File: src/rtl/bmda_pkg.sv
// shared types, sizes and constants of the box mean depth accumulator
// no dependencies; used by every file of the block
`timescale 1ns / 1ps

package bmda_pkg;

    localparam int MAX_BOXES  = 16;
    localparam int MAX_DIM    = 4096;
    localparam int DEPTH_BITS = 16;

    localparam int EDGE_W     = 12;
    localparam int SLOT_W     = 4;
    localparam int MARGIN_W   = 8;
    localparam int CFG_DIM_W  = 13;
    localparam int USED_CFG_W = 5;
    localparam int CFG_W      = 13;
    localparam int CFG_IDX_W  = 2;

    localparam int POS_W  = $clog2(MAX_DIM);
    localparam int DIM_W  = POS_W + 1;
    localparam int IDX_W  = (MAX_BOXES > 1) ? $clog2(MAX_BOXES) : 1;
    localparam int USE_W  = $clog2(MAX_BOXES + 1);
    localparam int SUM_W  = DEPTH_BITS + 2 * POS_W;
    localparam int CNT_W  = 2 * POS_W + 1;
    localparam int CMP_W  = ((POS_W > EDGE_W) ? POS_W : EDGE_W) + 1;
    localparam int SEL_W  = ((IDX_W > SLOT_W) ? IDX_W : SLOT_W);
    localparam int STEP_W = $clog2(DEPTH_BITS);

    localparam logic [CNT_W-1:0] COUNT_START = CNT_W'(1);

    // register indexes of the configuration port
    localparam logic [CFG_IDX_W-1:0] REG_FRAME_WIDTH  = 2'd0;
    localparam logic [CFG_IDX_W-1:0] REG_FRAME_HEIGHT = 2'd1;
    localparam logic [CFG_IDX_W-1:0] REG_BOXES_IN_USE = 2'd2;
    localparam logic [CFG_IDX_W-1:0] REG_EDGE_MARGIN  = 2'd3;

    localparam logic [CFG_DIM_W-1:0]  RST_FRAME_WIDTH  = 13'd640;
    localparam logic [CFG_DIM_W-1:0]  RST_FRAME_HEIGHT = 13'd480;
    localparam logic [USED_CFG_W-1:0] RST_BOXES_IN_USE = 5'd0;
    localparam logic [MARGIN_W-1:0]   RST_EDGE_MARGIN  = 8'd5;

    // input action codes
    localparam logic ACT_LOAD  = 1'b0;
    localparam logic ACT_PIXEL = 1'b1;

    // one request travelling down the row of cells
    typedef struct packed {
        logic                  valid;
        logic                  pix;
        logic [SLOT_W-1:0]     slot;
        logic [EDGE_W-1:0]     left;
        logic [EDGE_W-1:0]     top;
        logic [EDGE_W-1:0]     right;
        logic [EDGE_W-1:0]     bottom;
        logic [DEPTH_BITS-1:0] depth;
        logic [POS_W-1:0]      col;
        logic [POS_W-1:0]      row;
        logic                  first;
        logic                  last;
    } bmda_token_t;

    // frame dimension as the raster counter uses it: zero acts as one,
    // anything above the maximum acts as the maximum
    function automatic logic [DIM_W-1:0] clamp_dim(input logic [CFG_DIM_W-1:0] v);
        logic [31:0] x;
        x = 32'(v);
        if (x == 32'd0)
            return DIM_W'(1);
        if (x > 32'(MAX_DIM))
            return DIM_W'(MAX_DIM);
        return DIM_W'(x);
    endfunction

endpackage

File: src/rtl/bmda_divider.sv
// restoring divider, one quotient bit a cycle, for the per-box mean
// depends on bmda_pkg
`timescale 1ns / 1ps

module bmda_divider
    import bmda_pkg::*;
(
    input  logic                  clk,
    input  logic                  rst_n,
    input  logic                  start,
    input  logic [SUM_W-1:0]      dividend,
    input  logic [CNT_W-1:0]      divisor,
    input  logic                  take,
    output logic                  done,
    output logic [DEPTH_BITS-1:0] quotient
);

    typedef enum logic [1:0] {DV_IDLE, DV_RUN, DV_DONE} dv_state_t;

    dv_state_t             state_reg;
    logic [STEP_W-1:0]     step_reg;
    logic [SUM_W-1:0]      rem_reg, dsr_reg;
    logic [DEPTH_BITS-1:0] quo_reg;
    logic                  fits;

    assign fits = (rem_reg >= dsr_reg);

    always_ff @(posedge clk or negedge rst_n)
    begin
        if (!rst_n)
        begin
            state_reg <= DV_IDLE;
            step_reg  <= '0;
        end
        else
        begin
            unique case (state_reg)
                DV_IDLE:
                begin
                    if (start)
                    begin
                        state_reg <= DV_RUN;
                        step_reg  <= STEP_W'(DEPTH_BITS - 1);
                    end
                end
                DV_RUN:
                begin
                    if (step_reg == '0)
                        state_reg <= DV_DONE;
                    else
                        step_reg <= step_reg - STEP_W'(1);
                end
                DV_DONE:
                begin
                    if (take)
                        state_reg <= DV_IDLE;
                end
                default: state_reg <= DV_IDLE;
            endcase
        end
    end

    // datapath: divisor starts aligned to the top quotient bit
    always_ff @(posedge clk)
    begin
        if (state_reg == DV_IDLE && start)
        begin
            rem_reg <= dividend;
            dsr_reg <= SUM_W'(divisor) << (DEPTH_BITS - 1);
            quo_reg <= '0;
        end
        else if (state_reg == DV_RUN)
        begin
            if (fits)
                rem_reg <= rem_reg - dsr_reg;
            quo_reg <= {quo_reg[DEPTH_BITS-2:0], fits};
            dsr_reg <= dsr_reg >> 1;
        end
    end

    assign done     = (state_reg == DV_DONE);
    assign quotient = quo_reg;

endmodule

File: config.mk
export PLATFORM = sky130hd
export DESIGN_NAME = bmda_divider
export DESIGN_NICKNAME = d
export VERILOG_FILES = /design/src/rtl/bmda_pkg.sv /design/src/rtl/bmda_divider.sv
export SDC_FILE = /design/constraint.sdc
export NUM_CORES = 1
export LEC_CHECK = 0
export BUFFER_PORTS_ARGS = -buffer_cell sky130_fd_sc_hd__buf_4
export CAP_MARGIN = 40
export CELL_PAD_IN_SITES_DETAIL_PLACEMENT = 1
export CELL_PAD_IN_SITES_GLOBAL_PLACEMENT = 1
export CORE_MARGIN = 8
export CORE_UTILIZATION = 40
export CTS_CLUSTER_SIZE = 10
export DETAILED_ROUTE_END_ITERATION = 8
export GPL_TIMING_DRIVEN = 0
export HOLD_SLACK_MARGIN = 0.03
export PLACE_DENSITY_LB_ADDON = 0.1
export REMOVE_ABC_BUFFERS = 1
export SLEW_MARGIN = 20
export SYNTH_ARGS = -nofsm -noshare
export SYNTH_HDL_FRONTEND = slang
export SYNTH_SLANG_ARGS = --single-unit
File: constraint.sdc
create_clock -name clk -period 3.4 [get_ports clk]
set_input_delay 0.17 -clock clk [delete_from_list [all_inputs] [get_ports clk]]
set_output_delay 0.17 -clock clk [all_outputs]
set_load 0.01 [all_outputs]
# Word level (Yosys, flattened, before mapping)
# Cells that the tools add are included.
# W data, S select, Z words.
dict set report classes {
  addsub 2
  n_mul 0
  div 0
  n_lt_le_gt_ge 1
  eq_ne 6
  shifts 0
  n_mux 12
  n_bitwise 0
  reduce_logical 9
}
# cell count
set ops {}
lappend ops {{$mux W40} 5}
lappend ops {{$ge A40 B40 Y1} 1}
lappend ops {{$sub A40 B40 Y40} 1}
lappend ops {{$mux W4} 2}
lappend ops {{$ne A2 B2 Y1 const B} 4}
lappend ops {{$pmux W4 S2} 1}
lappend ops {{$mux W2} 3}
lappend ops {{$pmux W2 S3} 1}
lappend ops {{$reduce_and A3 Y1} 2}
lappend ops {{$reduce_bool A2 Y1} 3}
lappend ops {{$logic_not A4 Y1} 1}
lappend ops {{$sub A4 B1 Y4 const B} 1}
lappend ops {{$eq A2 B1 Y1 const B} 1}
lappend ops {{$eq A2 B2 Y1 const B} 1}
lappend ops {{$logic_not A2 Y1} 1}
lappend ops {{$reduce_and A2 Y1} 1}
lappend ops {{$logic_and A1 B1 Y1} 1}
dict set report totals {
  reg_bits 102
  latchBits 0
  ram_bits 0
  mem_bits_ro 0
  input_bits 69
  output_inout_bits 17
  elab_cells 36
  memories 0
}

# Logic depth before layout (Yosys ltp)
dict set report depth {
  depth_word 4
  mapped_depth 12
  mapped_depth_nobuf 12
}

# Worst setup path before layout
# OpenSTA, ideal clock, no wires.
dict set report synth_timing {
  kind {flip-flop to flip-flop}
  start {register rem_reg[0]}
  end {register rem_reg[0] (enable)}
  setup_time_ns 0.531
  arrival_time_ns 2.987
  slack_ns -0.118
  path_stages_with_launch 13
  n_path_buf 0
  synth_period_minus_slack_ns 3.518
  path_cell_list {edfxtp_1 > inv_1 > ha_1 > inv_1 > fa_1 > a211oi_1 > nor3_1 > o21ai_1 > a21oi_1 > nor3_1 > a21oi_1 > o2111ai_1 > nand2_1}
}
dict set report synth_between {
  elab_chain_len 3
}
# item line_no
set synth_lines {}
lappend synth_lines {{from (decl)} bmda_divider.sv:22} ;# logic [SUM_W-1:0] rem_reg, dsr_reg;
lappend synth_lines {{from (signal assigned)} bmda_divider.sv:68} ;# rem_reg <= dividend;
lappend synth_lines {{from (signal assigned)} bmda_divider.sv:75} ;# rem_reg <= rem_reg - dsr_reg;
lappend synth_lines {{$ge A40 B40 Y1} bmda_divider.sv:26} ;# assign fits = (rem_reg >= dsr_reg);
lappend synth_lines {{$reduce_bool A2 Y1 (no source line)} --}
lappend synth_lines {{$reduce_and A2 Y1 (no source line)} --}
# No other way between the ends.
# A chain may end at the register's enable or synchronous reset.

# Final worst setup path
dict set report layout_timing {
  start {register rem_reg[0]}
  end {register rem_reg[22] (enable)}
}
# Same word-level chain as after synthesis.

==> results.md <==
- Status: complete, no violations
- Place WS: -523 ps
- Max-cap violations: 0
- Post-synth cell types: 53
- Worst-Skew Late Latency: 350 ps
- CTS sink cnt: between 100 and 150
- EDFF count, synth: between 60 and 70
- TritonCTS clock tree: built
- FF/Latch Area: 2720 sq um
- Placed Cells: 1,017
- Std cell rows: 46
- Gr usage total: 18.1%
- Vias in the first global route: 6,093
- # DRC: 0
- Die area: 20,100 sq um
- Syn_area_per_cell: 8.52 sq um
- Min-Delay Path Class: in -> reg
- GRT overflow: 0
- Layout cells sized above 1: 15.6%
- Placed Area: 7230 sq um
- Initial DRT Pass Iterations: 4
- Final setup violation count: 0
- Sequential share of the synthesized area: 42.9%
- Clk pin slew, worst setup/hold paths: about 70 ps
- Crit-path cells: inv_1, ha_1, inv_1, fa_1, a211oi_2, nor3_2, o21ai_1, a21oi_1, nor3_2, a21oi_2, o2111ai_2, nand2_4, buf_16
- Largest cells by area after synthesis: edfxtp_1, dfxtp_1, nand2_1
- TNS Setup: 0 ps
- Final worst path period need: 3170 ps
- Setup ws final: about 230 ps
- RePlAce Congestion: roughly 0.81
- RSZ-0062 raised after global routing: no
- Largest net degree at the start of global routing: 60
- Fmax: approximately 320 MHz
- Starting Density: about two fifths
- Hpwl dp: about 13 mm
- Register bit total from synthesis: 102
- Post-synth top cells: nand2_1, a21oi_1, edfxtp_1, nor2_1, inv_1
- Port buffer count: 85
- Routed Antenna Nets: 0
- Post-DR wirelength/cell: 17.3 um
- Total wire length: 17.9 mm
- Synth top area share: between 30% and 40%
- CP max FO: 17
- Reg2reg start: rem_reg[0]$_DFFE_PP_
- H-Tree Level Count: 3
- Mapped cell area: 6340 sq um
- Max incr delay on CP: 430 ps
- Endpoints failing hold: 0
- Root Buffer: clkbuf_16
- Drt first-iter violations: 339
- Fin crit share: 93.2%
- Yosys warns: 0
- Avg Vias per Cell: between 5 and 6
- Crit path max-delay cell type: fa_1
- Most frequent cell after synthesis: nand2_1
- Final instance area: 7590 sq um
- WP buf/inv: 3
- Antenna diodes: 0
- Ys async rst share: 5.88%
- CORE AREA: roughly 16,000 sq um
- Clk_skew: 8.81 ps
- Multi-input logic area: 3370 sq um
- Kind of end point of the critical path: register
- Top_reg_cell synth: edfxtp_1
- Nets: 928
- Worst setup SP type: register
- Height of the die: about 140 um
- Worst Path Arrival: between 3000 and 4000 ps
- CP Launch Point: rem_reg[0]$_DFFE_PP_
- HP Start: take
- Die Wd: 142 um
- Via count: 5,601
- Max-Slew Margin vs Limit: 48.4%
- Slew @ Worst Pin: roughly 770 ps
- Maximum clock path buffer count: 2
- Worst path top cell family by delay: compound AO/OA/AOI/OAI gates
- Setup CP Type: reg -> reg
- I/O pin total: 86
- Yosys top cell by area: edfxtp_1
- Pins Over Slew Limit: 0
- Initial antenna violation count: 0
- Cells after Synth: 744
- Fillers: 1,897
- Critical Path RT: 3510 ps
- Cell Count, Final, Fillers Out: 1,038
- Clock buffer count from CTS: 9
- Layout overhead on the synthesized area: 19.6%
- First-pass GRT wire length: ~30 mm
[final timing paths]
path                       slack [ps]                       end  cells after the start
max                               230     rem_reg[22]$_DFFE_PP_                     13
min                                80  state_reg[1]$_DFFE_PN0P_                      3
max reg2reg                       230     rem_reg[22]$_DFFE_PP_                     13
min reg2reg                       470   dsr_reg[1]$_SDFFE_PP0P_                      2
max in group asynchronous        3130   step_reg[2]$_DFFE_PN0P_                      2
min in group asynchronous         160  state_reg[1]$_DFFE_PN0P_                      2
[stage by stage]
step,hold WS (ps),util [%]
2_1_floorplan,-126,-
3_3_place_gp,-21.6,45.3
3_5_place_dp,-17.2,46.0
4_1_cts,70.6,48.0
5_1_grt,91.5,48.3
6_report,82.8,48.3
[cell type report]
| type | instances | area share (%) |
|---|---|---|
| Timing Repair Buffer | 98 | 10.3 |
| Tap cell | 216 | 3.56 |
| Multi-Input combinational cell | 558 | 44.4 |
| Clock inverter | 6 | 0.478 |
| Inverter | 48 | 2.38 |
| Sequential cell | 102 | 35.9 |
| Clock buffer | 10 | 3.02 |
[cells in the final DEF, fill, tap and decap left out, drive strengths merged, types with 10 or more instances in the layout]
cell type  count
inv           50
nand4         14
xor2          13
nor3          12
xnor2         19
a21oi         96
buf           97
dfxtp         31
ha            41
nor2          49
nand2        142
clkbuf        10
a21o          26
o21ai         52
edfxtp        65
[logic make-up after synthesis]
group	after synthesis	synth area share [%]
adders and majority gates	42	8.40
DFF	102	42.9
and+or+nand+nor	253	17.5
muxes	2	0.335
xor gates and xnor gates	32	4.42
buffers and inverters	85	5.03
AOI/OAI and AO/OA	228	21.4
[timing repair]
| action | CTS | global route |
|---|---|---|
| endpoints found under the hold margin | 6 | 0 |
| cloned | 1 | 0 |
| hold buffers | 1 | 0 |
| setup buffers | 0 | 3 |
| pin swaps | 2 | 3 |
| endpoints found under the setup margin | 40 | 40 |
| gates resized for setup | 4 | 3 |
[per-layer routing]
| layer | up-vias | wire (um) | GRT usage (%) |
|---|---|---|---|
| met1 | 2717 | 8490 | 22.8 |
| li1 | 2788 | - | - |
| met2 | 80 | 8520 | 30.8 |
| met4 | 0 | 248 | 5.65 |
| met3 | 16 | 654 | 3.33 |
| met5 | - | 0 | 0 |
[worst register-to-register path, stage by stage (launching register included)]
cell and delay, ps:
edfxtp_1 380, inv_1 70, ha_1 170, inv_1 60
fa_1 430, a211oi_2 270, nor3_2 110, o21ai_1 190
a21oi_1 130, nor3_2 300, a21oi_2 130, o2111ai_2 370
nand2_4 120, buf_16 190
Power is not shown: default switching activity piles up to over one toggle a cycle in this logic, so the estimate is an artifact.
