File: src/rtl/bmda_pkg.sv
// shared types, sizes and constants of the box mean depth accumulator
// no dependencies; used by every file of the block
`timescale 1ns / 1ps

package bmda_pkg;

    localparam int MAX_BOXES  = 16;
    localparam int MAX_DIM    = 4096;
    localparam int DEPTH_BITS = 16;

    localparam int EDGE_W     = 12;
    localparam int SLOT_W     = 4;
    localparam int MARGIN_W   = 8;
    localparam int CFG_DIM_W  = 13;
    localparam int USED_CFG_W = 5;
    localparam int CFG_W      = 13;
    localparam int CFG_IDX_W  = 2;

    localparam int POS_W  = $clog2(MAX_DIM);
    localparam int DIM_W  = POS_W + 1;
    localparam int IDX_W  = (MAX_BOXES > 1) ? $clog2(MAX_BOXES) : 1;
    localparam int USE_W  = $clog2(MAX_BOXES + 1);
    localparam int SUM_W  = DEPTH_BITS + 2 * POS_W;
    localparam int CNT_W  = 2 * POS_W + 1;
    localparam int CMP_W  = ((POS_W > EDGE_W) ? POS_W : EDGE_W) + 1;
    localparam int SEL_W  = ((IDX_W > SLOT_W) ? IDX_W : SLOT_W);
    localparam int STEP_W = $clog2(DEPTH_BITS);

    localparam logic [CNT_W-1:0] COUNT_START = CNT_W'(1);

    // register indexes of the configuration port
    localparam logic [CFG_IDX_W-1:0] REG_FRAME_WIDTH  = 2'd0;
    localparam logic [CFG_IDX_W-1:0] REG_FRAME_HEIGHT = 2'd1;
    localparam logic [CFG_IDX_W-1:0] REG_BOXES_IN_USE = 2'd2;
    localparam logic [CFG_IDX_W-1:0] REG_EDGE_MARGIN  = 2'd3;

    localparam logic [CFG_DIM_W-1:0]  RST_FRAME_WIDTH  = 13'd640;
    localparam logic [CFG_DIM_W-1:0]  RST_FRAME_HEIGHT = 13'd480;
    localparam logic [USED_CFG_W-1:0] RST_BOXES_IN_USE = 5'd0;
    localparam logic [MARGIN_W-1:0]   RST_EDGE_MARGIN  = 8'd5;

    // input action codes
    localparam logic ACT_LOAD  = 1'b0;
    localparam logic ACT_PIXEL = 1'b1;

    // one request travelling down the row of cells
    typedef struct packed {
        logic                  valid;
        logic                  pix;
        logic [SLOT_W-1:0]     slot;
        logic [EDGE_W-1:0]     left;
        logic [EDGE_W-1:0]     top;
        logic [EDGE_W-1:0]     right;
        logic [EDGE_W-1:0]     bottom;
        logic [DEPTH_BITS-1:0] depth;
        logic [POS_W-1:0]      col;
        logic [POS_W-1:0]      row;
        logic                  first;
        logic                  last;
    } bmda_token_t;

    // frame dimension as the raster counter uses it: zero acts as one,
    // anything above the maximum acts as the maximum
    function automatic logic [DIM_W-1:0] clamp_dim(input logic [CFG_DIM_W-1:0] v);
        logic [31:0] x;
        x = 32'(v);
        if (x == 32'd0)
            return DIM_W'(1);
        if (x > 32'(MAX_DIM))
            return DIM_W'(MAX_DIM);
        return DIM_W'(x);
    endfunction

endpackage

File: src/rtl/bmda_cell.sv
// one box cell: bounds, running sum and hit count, passes requests on
// depends on bmda_pkg
`timescale 1ns / 1ps

module bmda_cell
    import bmda_pkg::*;
(
    input  logic                  clk,
    input  logic                  rst_n,
    input  logic [IDX_W-1:0]      cell_idx,
    input  logic [MARGIN_W-1:0]   margin,
    input  bmda_token_t           tok_in,
    output bmda_token_t           tok_out,
    input  logic                  shift_en,
    input  logic [SUM_W-1:0]      sum_in,
    input  logic [CNT_W-1:0]      cnt_in,
    output logic [SUM_W-1:0]      sum_out,
    output logic [CNT_W-1:0]      cnt_out
);

    logic [EDGE_W-1:0] left_reg, top_reg, right_reg, bottom_reg;
    logic [SUM_W-1:0]  sum_reg, sum_next, sum_base;
    logic [CNT_W-1:0]  cnt_reg, cnt_next, cnt_base;
    logic              tok_valid_reg;
    bmda_token_t       tok_reg;
    logic              slot_hit, pix_hit;
    logic [CMP_W-1:0]  c_ext, r_ext, m_ext;

    assign slot_hit = (SEL_W'(tok_in.slot) == SEL_W'(cell_idx));

    assign c_ext = CMP_W'(tok_in.col);
    assign r_ext = CMP_W'(tok_in.row);
    assign m_ext = CMP_W'(margin);

    // nonzero depth, strictly inside the box after every edge is pulled in by the margin
    assign pix_hit = (tok_in.depth != '0)
                  && (CMP_W'(left_reg) + m_ext < c_ext)
                  && (CMP_W'(top_reg) + m_ext < r_ext)
                  && (CMP_W'(right_reg) > c_ext + m_ext)
                  && (CMP_W'(bottom_reg) > r_ext + m_ext);

    always_comb
    begin
        sum_base = tok_in.first ? '0 : sum_reg;
        cnt_base = tok_in.first ? COUNT_START : cnt_reg;
        sum_next = sum_reg;
        cnt_next = cnt_reg;
        if (shift_en)
        begin
            sum_next = sum_in;
            cnt_next = cnt_in;
        end
        else if (tok_in.valid && tok_in.pix)
        begin
            sum_next = pix_hit ? sum_base + SUM_W'(tok_in.depth) : sum_base;
            cnt_next = pix_hit ? cnt_base + CNT_W'(1) : cnt_base;
        end
    end

    // bounds carry no reset: undefined until loaded
    always_ff @(posedge clk)
    begin
        if (tok_in.valid && !tok_in.pix && slot_hit)
        begin
            left_reg   <= tok_in.left;
            top_reg    <= tok_in.top;
            right_reg  <= tok_in.right;
            bottom_reg <= tok_in.bottom;
        end
    end

    always_ff @(posedge clk or negedge rst_n)
    begin
        if (!rst_n)
        begin
            sum_reg       <= '0;
            cnt_reg       <= COUNT_START;
            tok_valid_reg <= 1'b0;
        end
        else
        begin
            sum_reg       <= sum_next;
            cnt_reg       <= cnt_next;
            tok_valid_reg <= tok_in.valid;
        end
    end

    always_ff @(posedge clk)
    begin
        tok_reg <= tok_in;
    end

    always_comb
    begin
        tok_out       = tok_reg;
        tok_out.valid = tok_valid_reg;
    end

    assign sum_out = sum_reg;
    assign cnt_out = cnt_reg;

endmodule

File: config.mk
export PLATFORM = sky130hd
export DESIGN_NAME = bmda_cell
export DESIGN_NICKNAME = d
export VERILOG_FILES = /design/src/rtl/bmda_pkg.sv /design/src/rtl/bmda_cell.sv
export SDC_FILE = /design/constraint.sdc
export NUM_CORES = 1
export LEC_CHECK = 0
export BUFFER_PORTS_ARGS = -buffer_cell sky130_fd_sc_hd__buf_4
export CELL_PAD_IN_SITES_DETAIL_PLACEMENT = 0
export CELL_PAD_IN_SITES_GLOBAL_PLACEMENT = 1
export CORE_MARGIN = 4
export CORE_UTILIZATION = 42
export CTS_BUF_LIST = sky130_fd_sc_hd__clkbuf_16
export CTS_CLUSTER_SIZE = 10
export DETAILED_ROUTE_END_ITERATION = 6
export PLACE_DENSITY = 0.85
export SYNTH_ARGS = -nofsm -noshare
export SYNTH_HDL_FRONTEND = slang
export SYNTH_SLANG_ARGS = --single-unit
File: constraint.sdc
create_clock -name clk -period 10.7 [get_ports clk]
set_input_delay 2.14 -clock clk [delete_from_list [all_inputs] [get_ports clk]]
set_output_delay 2.14 -clock clk [all_outputs]
set_load 0.05 [all_outputs]
# Yosys cells after proc, flatten, opt, wreduce, memory -nomap -nowiden
# Index checks and enable logic that the tools add are counted.
classes:
  addsub: 6
  magnitude_cmp: 4
  n_eq_ne: 1
  mux: 8
  reduce_logical: 10
op_table:
  columns: ["op", "n"]
  rows:
  - ["40-bit 2-to-1 mux", 4]
  - ["25-bit 2-to-1 mux", 4]
  - ["12-bit by 8-bit adder with 13-bit output", 4]
  - ["40-bit by 16-bit adder with 40-bit output", 1]
  - ["12-bit by 13-bit > comparator with 1-bit output", 2]
  - ["13-bit by 12-bit < comparator with 1-bit output", 2]
  - ["25-bit by 1-bit adder with 25-bit output, second input constant", 1]
  - ["16-bit nonzero test", 1]
  - ["1-bit logical AND", 7]
  - ["4-bit == test", 1]
  - ["2-bit nonzero test", 1]
  - ["1-bit zero test", 1]
totals:
  register_bits: 209
  inputBits: 176
  output_inout_bits: 161

# Longest topological paths before layout
# Gate-level depths: netlist (run 1).
depth:
  depth_word: 9
  mapped_depth: 23
  depth_no_buf: 20

# Worst setup path before layout (run 1)
# Ideal clock, no wire load.
synth_path:
  kind: "input-to-reg"
  start: "input margin[0]"
  end: "register sum_reg[25], in the netlist sum_out[25]"
  setup_ns: 0.073
  arrival_time_ns: 6.765
  required_time_ns: 10.627
  slack_ns: 3.862
  stages: 20
  n_path_buf: 2
  path_cell_list: "ha_1 > inv_1 > fa_1 > nor2b_1 > o31a_1 > or4_1 > a31oi_1 > nor2_1 > xor2_1 > ha_1 > a21o_1 > a2111oi_0 > nand4_1 > or4_1 > buf_2 > or4_1 > buf_2 > or4_1 > a21o_1 > a2bb2oi_2"
synth_via:
  elab_chain_len: 9
  elab_cells_between_ends: 15
  classes_between: "4 x add/sub; 4 x order compare; 3 x mux; 4 x reduce/logical"
synth_lines:
  columns: ["element", "line", "source"]
  rows:
  - ["start, declared", "bmda_cell.sv:11", "input logic [MARGIN_W-1:0] margin,"]
  - ["12-bit by 8-bit adder with 13-bit output", "bmda_cell.sv:37", "&& (CMP_W'(left_reg) + m_ext < c_ext)"]
  - ["13-bit by 12-bit < comparator with 1-bit output", "bmda_cell.sv:37", null]
  - ["1-bit logical AND", "bmda_cell.sv:37", null]
  - ["1-bit logical AND", "bmda_cell.sv:38", "&& (CMP_W'(top_reg) + m_ext < r_ext)"]
  - ["1-bit logical AND", "bmda_cell.sv:39", "&& (CMP_W'(right_reg) > c_ext + m_ext)"]
  - ["1-bit logical AND *", "bmda_cell.sv:40", "&& (CMP_W'(bottom_reg) > r_ext + m_ext);"]
  - ["40-bit 2-to-1 mux *", "bmda_cell.sv:55", "sum_next = pix_hit ? sum_base + SUM_W'(tok_in.depth) : sum_base;"]
  - ["40-bit 2-to-1 mux *", "bmda_cell.sv:53", "else if (tok_in.valid && tok_in.pix)"]
  - ["40-bit 2-to-1 mux *", "bmda_cell.sv:48", "if (shift_en)"]
  - ["end signal, assigned", "bmda_cell.sv:82", "sum_reg <= sum_next;"]
  - ["end, declared", "bmda_cell.sv:22", "logic [SUM_W-1:0] sum_reg, sum_next, sum_base;"]
# Every way passes the cells marked *; elsewhere a longest branch is shown, timed or not. The select of a mux whose other input is x is not followed.
# A chain may end at the register's enable or synchronous reset.

# Final worst setup path (run 1)
layout_path:
  start: "input margin[0]"
  end: "register sum_reg[27], in the netlist sum_out[27]"
# Same word-level chain as after synthesis.

==> out/metrics.cfg, run 1 <==
[power]
p_per_area_nw_per_um2 = 154
seqPwrFrac = 0.396
vdd_ir_drop_max_v = 0.000113
pwr-share-clk = 0.346
intPower_mw = 1.53
pwr-share-comb = 0.258
p_switching_mw = 0.742
leakage_nw = 6.78
swShare = 0.326

[logic_synthesis]
synthCells = 1126
ys_seq_area_frac = 0.448
syn-cell-area_sq_um = 11200
syn_avg_cell_area_sq_um = 9.91
synth-edff-count = 48
syn-num-nets = 1402
ys_seq_elements = 209
synth_warnings = 0
synth_top_flop_cell = dfxtp_1
synth_cell_types = 69
ys_async_sr_fraction = 0.316

[detailed_routing]
dr_wl_met2_mm = 16.4
num_vias = 9929
vias_per_cell = 5.50
maxUsedRoutingLayer = met4
wl_met1_mm = 14.1
drt_iter0_drc = 430
postRouteAntennaNets = 0
wl_per_cell_um = 19.1
drt_wl_total_mm = 34.5
route.met3.wl_mm = 2.75
firstDrtPassIters = 5
drcViolationCount = 0

[grt]
grt_use_total = 0.225
grt_pass1_vias = 9779
antenna_found_initial = 0
grt_pass1_wl_mm = 52.5
grt-ovfl-total = 0
grt_max_degree = 74

[clocking]
ctsHoldBuffers = 0
worstSkewPairLatency_ns = 0.53
cts.sinks = 209
tritoncts = done
cts_resized = 0
cts_max_path_buffers = 3
cts_setup_buffers = 0
numCtsBuffers = 26
clockRootBuffer = clkbuf_16
cts.clk_slew.worst_paths_ns = 0.06
htree_levels = 1

[worst_setup_path]
worstSetupStartpointType = input pin
worst_path_most_repeated_cell = or4_1
arrival_ns = 7.70
worstPathMaxFanout = 16
slowest_delay_ns = 0.84
path_buf_inv = 2
cp.required_ns = 11.16
crit_chain = buf_4, ha_1, inv_1, fa_1, nor2b_1, o31a_1, or4_1, a31oi_1, nor2_1, xor2_1, ha_1, a21o_1, a2111oi_0, nand4_1, or4_1, or4_1, or4_1, a21o_1, a2bb2oi_2
rrSetupSlack_ns = 4.82
crit_slowest_cell = or4_1
end_kind = flop
worstRegToRegCells = 18
critPathTopFamily = simple AND/OR/NAND/NOR gates
crit_type = in2reg
reg2reg_to = sum_out[27]
r2r-start = top_reg[0]

[placed_design]
globalplace.congestion = 0.905
io_buffers = 336
hpwl_mm = 26.2

[sta]
hold_ws_ns = 0.567
hold_viol = 0
skew_ns = 0.0171
period_minus_slack_ns = 7.24
tns_ns = 0
setup-violations-final = 0
slew_headroom = 0.257
fmax_ghz = 0.138
finalMaxSlewViolations = 0
min_period_over_period = 0.677
rsz0062_at_grt = false
worst_pin_slew_ns = 1.11

[layout]
fillCellCount = 2346
postLayoutCoreUtil = 0.565
largest_register_ffs = 95
layout-drive-gt1-share = 0.266
finalNetCount = 1727
syn_to_final_growth_pct = 32.3
antenna_cells = 0
final_common_cell = buf_4
mostFrequentLayoutCells = buf_4, ha_1, dfxtp_1, inv_1, o21ai_0

[worst_hold_path]
hold_end = cnt_out[24]
hold_depth = 1
hp-start = cnt_out[24]
hp-class = reg2reg

[outcome]
status = finished clean

[die]
dieWidth_um = 171
die-area_sq_um = 29200
design.core.area_sq_um = 26100
initial_core_util = 0.427
die_y_um = 171
ios = 337
core.rowCount = 59

[flow_run]
max_cap_viol_count = 0

## power by group through the flow
stage,combinational [mW],clock (mW),sequential [mW]
after floorplan,0.225,0,1.06
after global placement,0.584,0,0.913
after detailed placement,0.589,0,0.914
after CTS,0.591,0.810,0.899
after global routing,0.637,0.842,0.906
final,0.587,0.787,0.900
## cells by family after synthesis
| group | after synthesis | share of synthesized area |
|---|---|---|
| buffers and inverters | 111 | 0.0379 |
| XOR/XNOR | 48 | 0.0377 |
| adder cells (fa/ha/maj) | 100 | 0.116 |
| flip-flops | 209 | 0.448 |
| multiplexers | 20 | 0.0181 |
| AND/OR/NAND/NOR | 338 | 0.163 |
| AO/OA/AOI/OAI | 300 | 0.180 |
## synth_stat cells, drive strengths merged, types with 6 or more instances
cell type | instances | share of area
a211oi | 11 | 0.0074
a21o | 28 | 0.019
a21oi | 65 | 0.029
a221oi | 14 | 0.011
a22oi | 9 | 0.0061
a2bb2oi | 17 | 0.015
a31oi | 7 | 0.0039
and2 | 6 | 0.0034
and3 | 15 | 0.0084
and4 | 11 | 0.0086
clkbuf | 44 | 0.015
dfrtp | 65 | 0.15
dfxtp | 95 | 0.17
edfxtp | 48 | 0.13
ha | 95 | 0.11
inv | 63 | 0.021
mux2i | 19 | 0.017
nand2 | 62 | 0.021
nand2b | 10 | 0.0056
nand3 | 28 | 0.013
nand4 | 23 | 0.013
nor2 | 62 | 0.021
nor2b | 41 | 0.023
nor3 | 26 | 0.012
nor4 | 21 | 0.012
o21a | 14 | 0.0094
o21ai | 69 | 0.031
o21bai | 12 | 0.0081
o22ai | 8 | 0.0050
or4 | 15 | 0.010
xnor2 | 33 | 0.026
xor2 | 15 | 0.012
## metrics by stage
stage	cells	cell area (sq um)	power, mW	setup slack, ns
2_1_floorplan	1126	11200	1.29	3.86
3_3_place_gp	1758	14000	1.50	3.20
4_1_cts	1805	14800	2.30	3.47
5_1_grt	1805	14800	2.38	3.09
3_5_place_dp	1758	14000	1.50	3.03
6_report	1805	14800	2.27	3.46
## routing by layer
metal	global-route usage	vias up
met2	0.383	379
met1	0.283	4660
met4	0.0772	0
li1	-	4821
met5	0	-
met3	0.0504	69
## worst reg2reg max path: stages, from the launching register on
cell and delay, ns:
edfxtp_1 0.39, ha_1 0.21, inv_1 0.07, fa_1 0.20
nor2b_1 0.07, o31a_1 0.26, or4_1 0.41, a31oi_1 0.34
nor2_1 0.11, xor2_1 0.15, ha_1 0.29, a21o_1 0.19
a2111oi_0 0.48, nand4_1 0.15, or4_1 0.76, or4_1 0.84
or4_1 0.57, a21o_1 0.20, a2bb2oi_2 0.12
## final cells by class
type	instances	area, sq um	share of cell area
clock buffer	27	676	0.0458
clock inverter	20	92.6	0.00627
inverter	64	240	0.0163
multi-input combinational	806	5760	0.390
sequential	209	5000	0.338
tap	335	419	0.0284
timing repair buffer	344	2580	0.175
## worst max-delay path by stage
stage	slack (ns)	cells after the start	start	endpoint
after floorplan	3.86	20	margin[0]	sum_out[25]
after global placement	3.20	19	margin[0]	sum_out[27]
after detailed placement	3.03	19	margin[0]	sum_out[27]
after CTS	3.47	19	margin[0]	sum_out[27]
after global routing	3.09	19	margin[0]	sum_out[29]
final	3.46	19	margin[0]	sum_out[27]
(Power assumes the default switching activity.)
==> run 2: changes to the inputs <==
--- a/config.mk
+++ b/config.mk
@@ -9,11 +9,11 @@
 export CELL_PAD_IN_SITES_DETAIL_PLACEMENT = 0
 export CELL_PAD_IN_SITES_GLOBAL_PLACEMENT = 1
 export CORE_MARGIN = 4
-export CORE_UTILIZATION = 42
+export CORE_UTILIZATION = 39
 export CTS_BUF_LIST = sky130_fd_sc_hd__clkbuf_16
 export CTS_CLUSTER_SIZE = 10
 export DETAILED_ROUTE_END_ITERATION = 6
-export PLACE_DENSITY = 0.85
+export PLACE_DENSITY = 0.79
 export SYNTH_ARGS = -nofsm -noshare
 export SYNTH_HDL_FRONTEND = slang
 export SYNTH_SLANG_ARGS = --single-unit
==> constraint.sdc (replaced) <==
create_clock -name clk -period 7.2 [get_ports clk]
set_input_delay 1.44 -clock clk [delete_from_list [all_inputs] [get_ports clk]]
set_output_delay 1.44 -clock clk [all_outputs]
set_load 0.05 [all_outputs]
==> run 2 against run 1 <==
Net effect:
- clock power is 40% higher
- final area is 0.17% higher
- largest cell class unchanged
- highest routed layer is now met5
- first-iteration DRC count is 34% higher
- critical path depth is 2 higher
- via count is 0.66% lower
- routed wire length is 2.6% higher
- clock-buffer cell count is 2 lower
==> out/metrics.cfg, run 2 (same netlist as run 1, synthesis figures left out) <==
[outcome]
status = finished clean

[sta]
skew_ns = 0.0188
slew_headroom = 0.378
finalMaxSlewViolations = 0
rsz0062_at_grt = false
hold_viol = 0
min_period_over_period = 0.881
fmax_ghz = 0.158
tns_ns = 0
period_minus_slack_ns = 6.35
worst_pin_slew_ns = 0.933
setup-violations-final = 0
fin_ws_ns = 0.854

[power]
vdd_ir_drop_max_v = 0.000146
leakage_nw = 6.78
p_per_area_nw_per_um2 = 224
total_power_mw = 3.31

[worst_setup_path]
end_kind = flop
worstPathMaxFanout = 13
crit_type = in2reg
r2r-start = top_reg[0]
cp.required_ns = 7.66
worstRegToRegCells = 18
arrival_ns = 6.80
rrSetupSlack_ns = 1.54
worstSetupStartpointType = input pin
reg2reg_to = sum_out[27]

[clocking]
cts_max_path_buffers = 3
cts_resized = 0
ctsHoldBuffers = 0
numCtsBuffers = 25
cts_setup_buffers = 0
worstSkewPairLatency_ns = 0.52
cts.sinks = 209
tritoncts = done
htree_levels = 1
cts.clk_slew.worst_paths_ns = 0.06
clockRootBuffer = clkbuf_16

[grt]
grt_max_degree = 67
grt_pass1_vias = 9826
grt_use_total = 0.216
grt_pass1_wl_mm = 53.9
grt-ovfl-total = 0
antenna_found_initial = 1

[layout]
mostFrequentLayoutCells = buf_4, ha_1, dfxtp_1, inv_1, o21ai_0
syn_to_final_growth_pct = 32.5
instances_no_fill = 1851
largest_register_ffs = 95
finalNetCount = 1731
layout-drive-gt1-share = 0.266
final_common_cell = buf_4
fillCellCount = 2538
antenna_cells = 0

[placed_design]
hpwl_mm = 26.9
dp_cells = 1806
dp_slack_ns = 0.345
globalplace.congestion = 0.873
io_buffers = 336

[detailed_routing]
vias_per_cell = 5.33
postRouteAntennaNets = 0
drt_iter0_drc = 576
num_vias = 9863
drcViolationCount = 0
drt_wl_total_mm = 35.4
wl_per_cell_um = 19.1
firstDrtPassIters = 7

[worst_hold_path]
hp-start = cnt_out[24]
hold_depth = 1
hold_end = cnt_out[24]
hp-class = reg2reg

[die]
core.rowCount = 61
dieWidth_um = 177
design.core.area_sq_um = 28000
initial_core_util = 0.398
ios = 337
die-area_sq_um = 31400
die_y_um = 177

[flow_run]
max_cap_viol_count = 0

run 2: cell types whose count changed in the layout (fill, tap and decap cells not counted), sizes merged:
cell / previous run / this run
clkbuf: 27 / 25
buf: 344 / 349
run 2: worst max-delay path by stage:
stage                         start  cells past startpoint  slack, ns           to
final                     margin[1]                     21       0.85  sum_out[27]
after CTS                 margin[1]                     21       0.89  sum_out[25]
after detailed placement  margin[1]                     21       0.34  sum_out[27]
after floorplan           margin[0]                     20       1.06  sum_out[25]
after global placement    margin[1]                     21       0.48  sum_out[25]
after global routing      margin[1]                     21       0.48  sum_out[25]
run 2: through the flow:
stage | utilization | hold WS, ns | cell area [sq um]
floorplan | - | 0.743 | 11200
global placement | 0.503 | 0.524 | 14100
detailed placement | 0.503 | 0.533 | 14100
CTS | 0.528 | 0.552 | 14800
global route | 0.528 | 0.593 | 14800
finish | 0.528 | 0.555 | 14800
run 2: area by class of cell:
cell class | count | area (sq um) | area share
multi-input cells | 806 | 5760 | 0.389
flip-flops and latches | 209 | 5000 | 0.338
repair buffers | 349 | 2620 | 0.177
clock buffers | 25 | 626 | 0.0423
well taps | 378 | 473 | 0.0320
inverters | 64 | 240 | 0.0162
clock inverters | 20 | 76.3 | 0.00516
run 2: power by group:
group	switching, mW	internal, mW	total (mW)
registers	0.0601	1.28	1.34
logic	0.548	0.328	0.876
clock network	0.476	0.620	1.10
total	1.08	2.23	3.31
run 2: layer usage:
| metal | global-route usage | routed length, um |
|---|---|---|
| met3 | 0.0532 | 2970 |
| met4 | 0.0622 | 937 |
| met2 | 0.367 | 16700 |
| met1 | 0.274 | 14800 |
| met5 | 0 | 20 |
run 2: critical path: stages:
cell and delay (ns):
buf_4 0.15, ha_1 0.29, a21o_1 0.17, a21oi_1 0.23, o21bai_1 0.09, a21oi_1 0.22, nor2b_1 0.07, o21a_1 0.18
nor3_1 0.21, nor2_1 0.10, xnor2_1 0.18, ha_1 0.27, nand3_1 0.13, nor4_1 0.08, a2111oi_0 0.41, nand4_1 0.12
or4_1 0.76, or4_1 0.82, or4_1 0.55, a21o_1 0.20, a2bb2oi_2 0.12
==> run 3: changes to the inputs <==
--- a/config.mk
+++ b/config.mk
@@ -6,12 +6,11 @@
 export NUM_CORES = 1
 export LEC_CHECK = 0
 export BUFFER_PORTS_ARGS = -buffer_cell sky130_fd_sc_hd__buf_4
-export CELL_PAD_IN_SITES_DETAIL_PLACEMENT = 0
-export CELL_PAD_IN_SITES_GLOBAL_PLACEMENT = 1
+export CELL_PAD_IN_SITES_DETAIL_PLACEMENT = 2
+export CELL_PAD_IN_SITES_GLOBAL_PLACEMENT = 2
 export CORE_MARGIN = 4
-export CORE_UTILIZATION = 39
+export CORE_UTILIZATION = 31
 export CTS_BUF_LIST = sky130_fd_sc_hd__clkbuf_16
-export CTS_CLUSTER_SIZE = 10
 export DETAILED_ROUTE_END_ITERATION = 6
 export PLACE_DENSITY = 0.79
 export SYNTH_ARGS = -nofsm -noshare
==> run 3 against run 2 <==
Net effect:
- utilization fell by 11 points
- power up 7.2%
- critical path depth unchanged
- worst hold slack better by 0.033 ns
- setup slack better by 0.12 ns
- sequential share of layout area shrank 0.55 points
- clock skew down 0.0021 ns
- routed wire length increased by 24%
- global-route usage up 0.060 points
- flip-flop and latch count stayed put
- die area increased by 25%
- clock power is 17% higher
- critical path type unchanged
- largest cell class unchanged
- highest routed layer unchanged
==> out/metrics.cfg, run 3 (same netlist as run 1, synthesis figures left out) <==
[clocking]
htree_levels = 1
cts_max_path_buffers = 3
cts.clk_slew.worst_paths_ns = 0.06
cts.sinks = 209
cts_resized = 0
worstSkewPairLatency_ns = 0.54
cts_setup_buffers = 0
tritoncts = done
numCtsBuffers = 26
clockRootBuffer = clkbuf_16
ctsHoldBuffers = 0

[detailed_routing]
drt_wl_total_mm = 44.0
maxUsedRoutingLayer = met5
dr_wl_met2_mm = 22.5
drcViolationCount = 0
wl_per_cell_um = 22.7
vias_per_cell = 5.33
drt_iter0_drc = 333
firstDrtPassIters = 4
postRouteAntennaNets = 0
route.met3.wl_mm = 2.80
num_vias = 10300
wl_met1_mm = 17.8

[sta]
setup-violations-final = 0
finalMaxSlewViolations = 0
tns_ns = 0
min_period_over_period = 0.865
period_minus_slack_ns = 6.23
slew_headroom = 0.322
worst_pin_slew_ns = 1.02
hold_ws_ns = 0.588
fmax_ghz = 0.161
hold_viol = 0
skew_ns = 0.0167
rsz0062_at_grt = false

[layout]
largest_register_ffs = 95
finalNetCount = 1732
design_area_sq_um = 15000
mostFrequentLayoutCells = buf_4, ha_1, dfxtp_1, inv_1, o21ai_0
instances_no_fill = 1937
syn_to_final_growth_pct = 34.7
final_common_cell = buf_4
antenna_cells = 0
layout-drive-gt1-share = 0.274
fillCellCount = 3847

[worst_setup_path]
crit_type = in2reg
crit_end = cnt_out[20]
slowest_delay_ns = 0.64
crit_path_start = margin[0]
rrSetupSlack_ns = 1.63
reg2reg_to = cnt_out[20]
arrival_ns = 6.70
path_buf_inv = 4
worstSetupStartpointType = input pin
critPathTopFamily = simple AND/OR/NAND/NOR gates
worstRegToRegCells = 20
r2r-start = top_reg[0]
end_kind = flop
worstPathMaxFanout = 26
crit_slowest_cell = or4_1
crit_chain = buf_4, ha_1, inv_1, fa_1, nor2b_1, o31a_1, or4_1, a31oi_1, nor2_1, xor2_1, ha_1, a21o_1, a2111oi_0, nand4_1, or4_1, buf_4, nor2_2, buf_4, nand2_1, or4_1, nand3_1
cp.depth = 21
cp.required_ns = 7.67

[worst_hold_path]
hp-class = reg2reg

[die]
die_y_um = 198
dieWidth_um = 198
ios = 337
initial_core_util = 0.314
core.rowCount = 69
die-area_sq_um = 39100
design.core.area_sq_um = 35600

[grt]
antenna_found_initial = 1
grt_max_degree = 90
grt_pass1_vias = 11700
grt-ovfl-total = 0
grt_use_total = 0.217
grt_pass1_wl_mm = 67.5

[placed_design]
hpwl_mm = 33.7
dp_cells = 1889
placedInstanceArea_sq_um = 14200
globalplace.congestion = 0.833
io_buffers = 336

[flow_run]
max_cap_viol_count = 0

[power]
p_per_area_nw_per_um2 = 236
vdd_ir_drop_max_v = 0.000183
leakage_nw = 6.82
total_power_mw = 3.55

[outcome]
status = finished clean

==> run 3: changes by cell type in the layout (fill, tap and decap cells not counted) <==
cell       previous run  this run
inv_6                 0         1
clkinv_2              1         6
inv_4                 0         2
inv_1                80        69
clkinv_1              3         4
bufinv_16             0         1
clkbuf_16            25        29
==> run 3: layout make-up <==
class                   instances  area, sq um  area share
multi-input cells             806         5760       0.383
flip-flops and latches        209         5000       0.332
repair buffers                349         2620       0.174
clock buffers                  29          726      0.0483
well taps                     461          577      0.0384
inverters                      64          240      0.0160
clock inverters                19          115     0.00766
==> run 3: per-stage QoR <==
| stage | util | setup slack (ns) |
|---|---|---|
| after floorplan | - | 1.06 |
| after global placement | 0.399 | 0.676 |
| after detailed placement | 0.399 | 0.437 |
| after CTS | 0.423 | 0.984 |
| after global routing | 0.423 | 0.699 |
| final | 0.423 | 0.971 |
==> run 3: layer usage <==
layer  vias to the layer above  GRT usage
met5                         -          0
met4                         2     0.0462
met3                        60     0.0473
met2                       277      0.399
met1                      5150      0.259
li1                       4830          -
==> run 3: power breakdown <==
group          switching (mW)  internal, mW  total [mW]
combinational           0.582         0.333       0.915
clock                   0.535         0.756        1.29
sequential             0.0652          1.28        1.34
==> run 3: worst min-delay path by stage <==
stage,from,to,slack [ns],depth (start not counted)
after floorplan,cnt_out[0],cnt_out[0],0.74,3
after global placement,sum_out[35],sum_out[35],0.56,2
after detailed placement,cnt_out[24],cnt_out[24],0.57,1
after CTS,cnt_out[24],cnt_out[24],0.59,1
after global routing,cnt_out[24],cnt_out[24],0.63,1
final,cnt_out[24],cnt_out[24],0.59,1
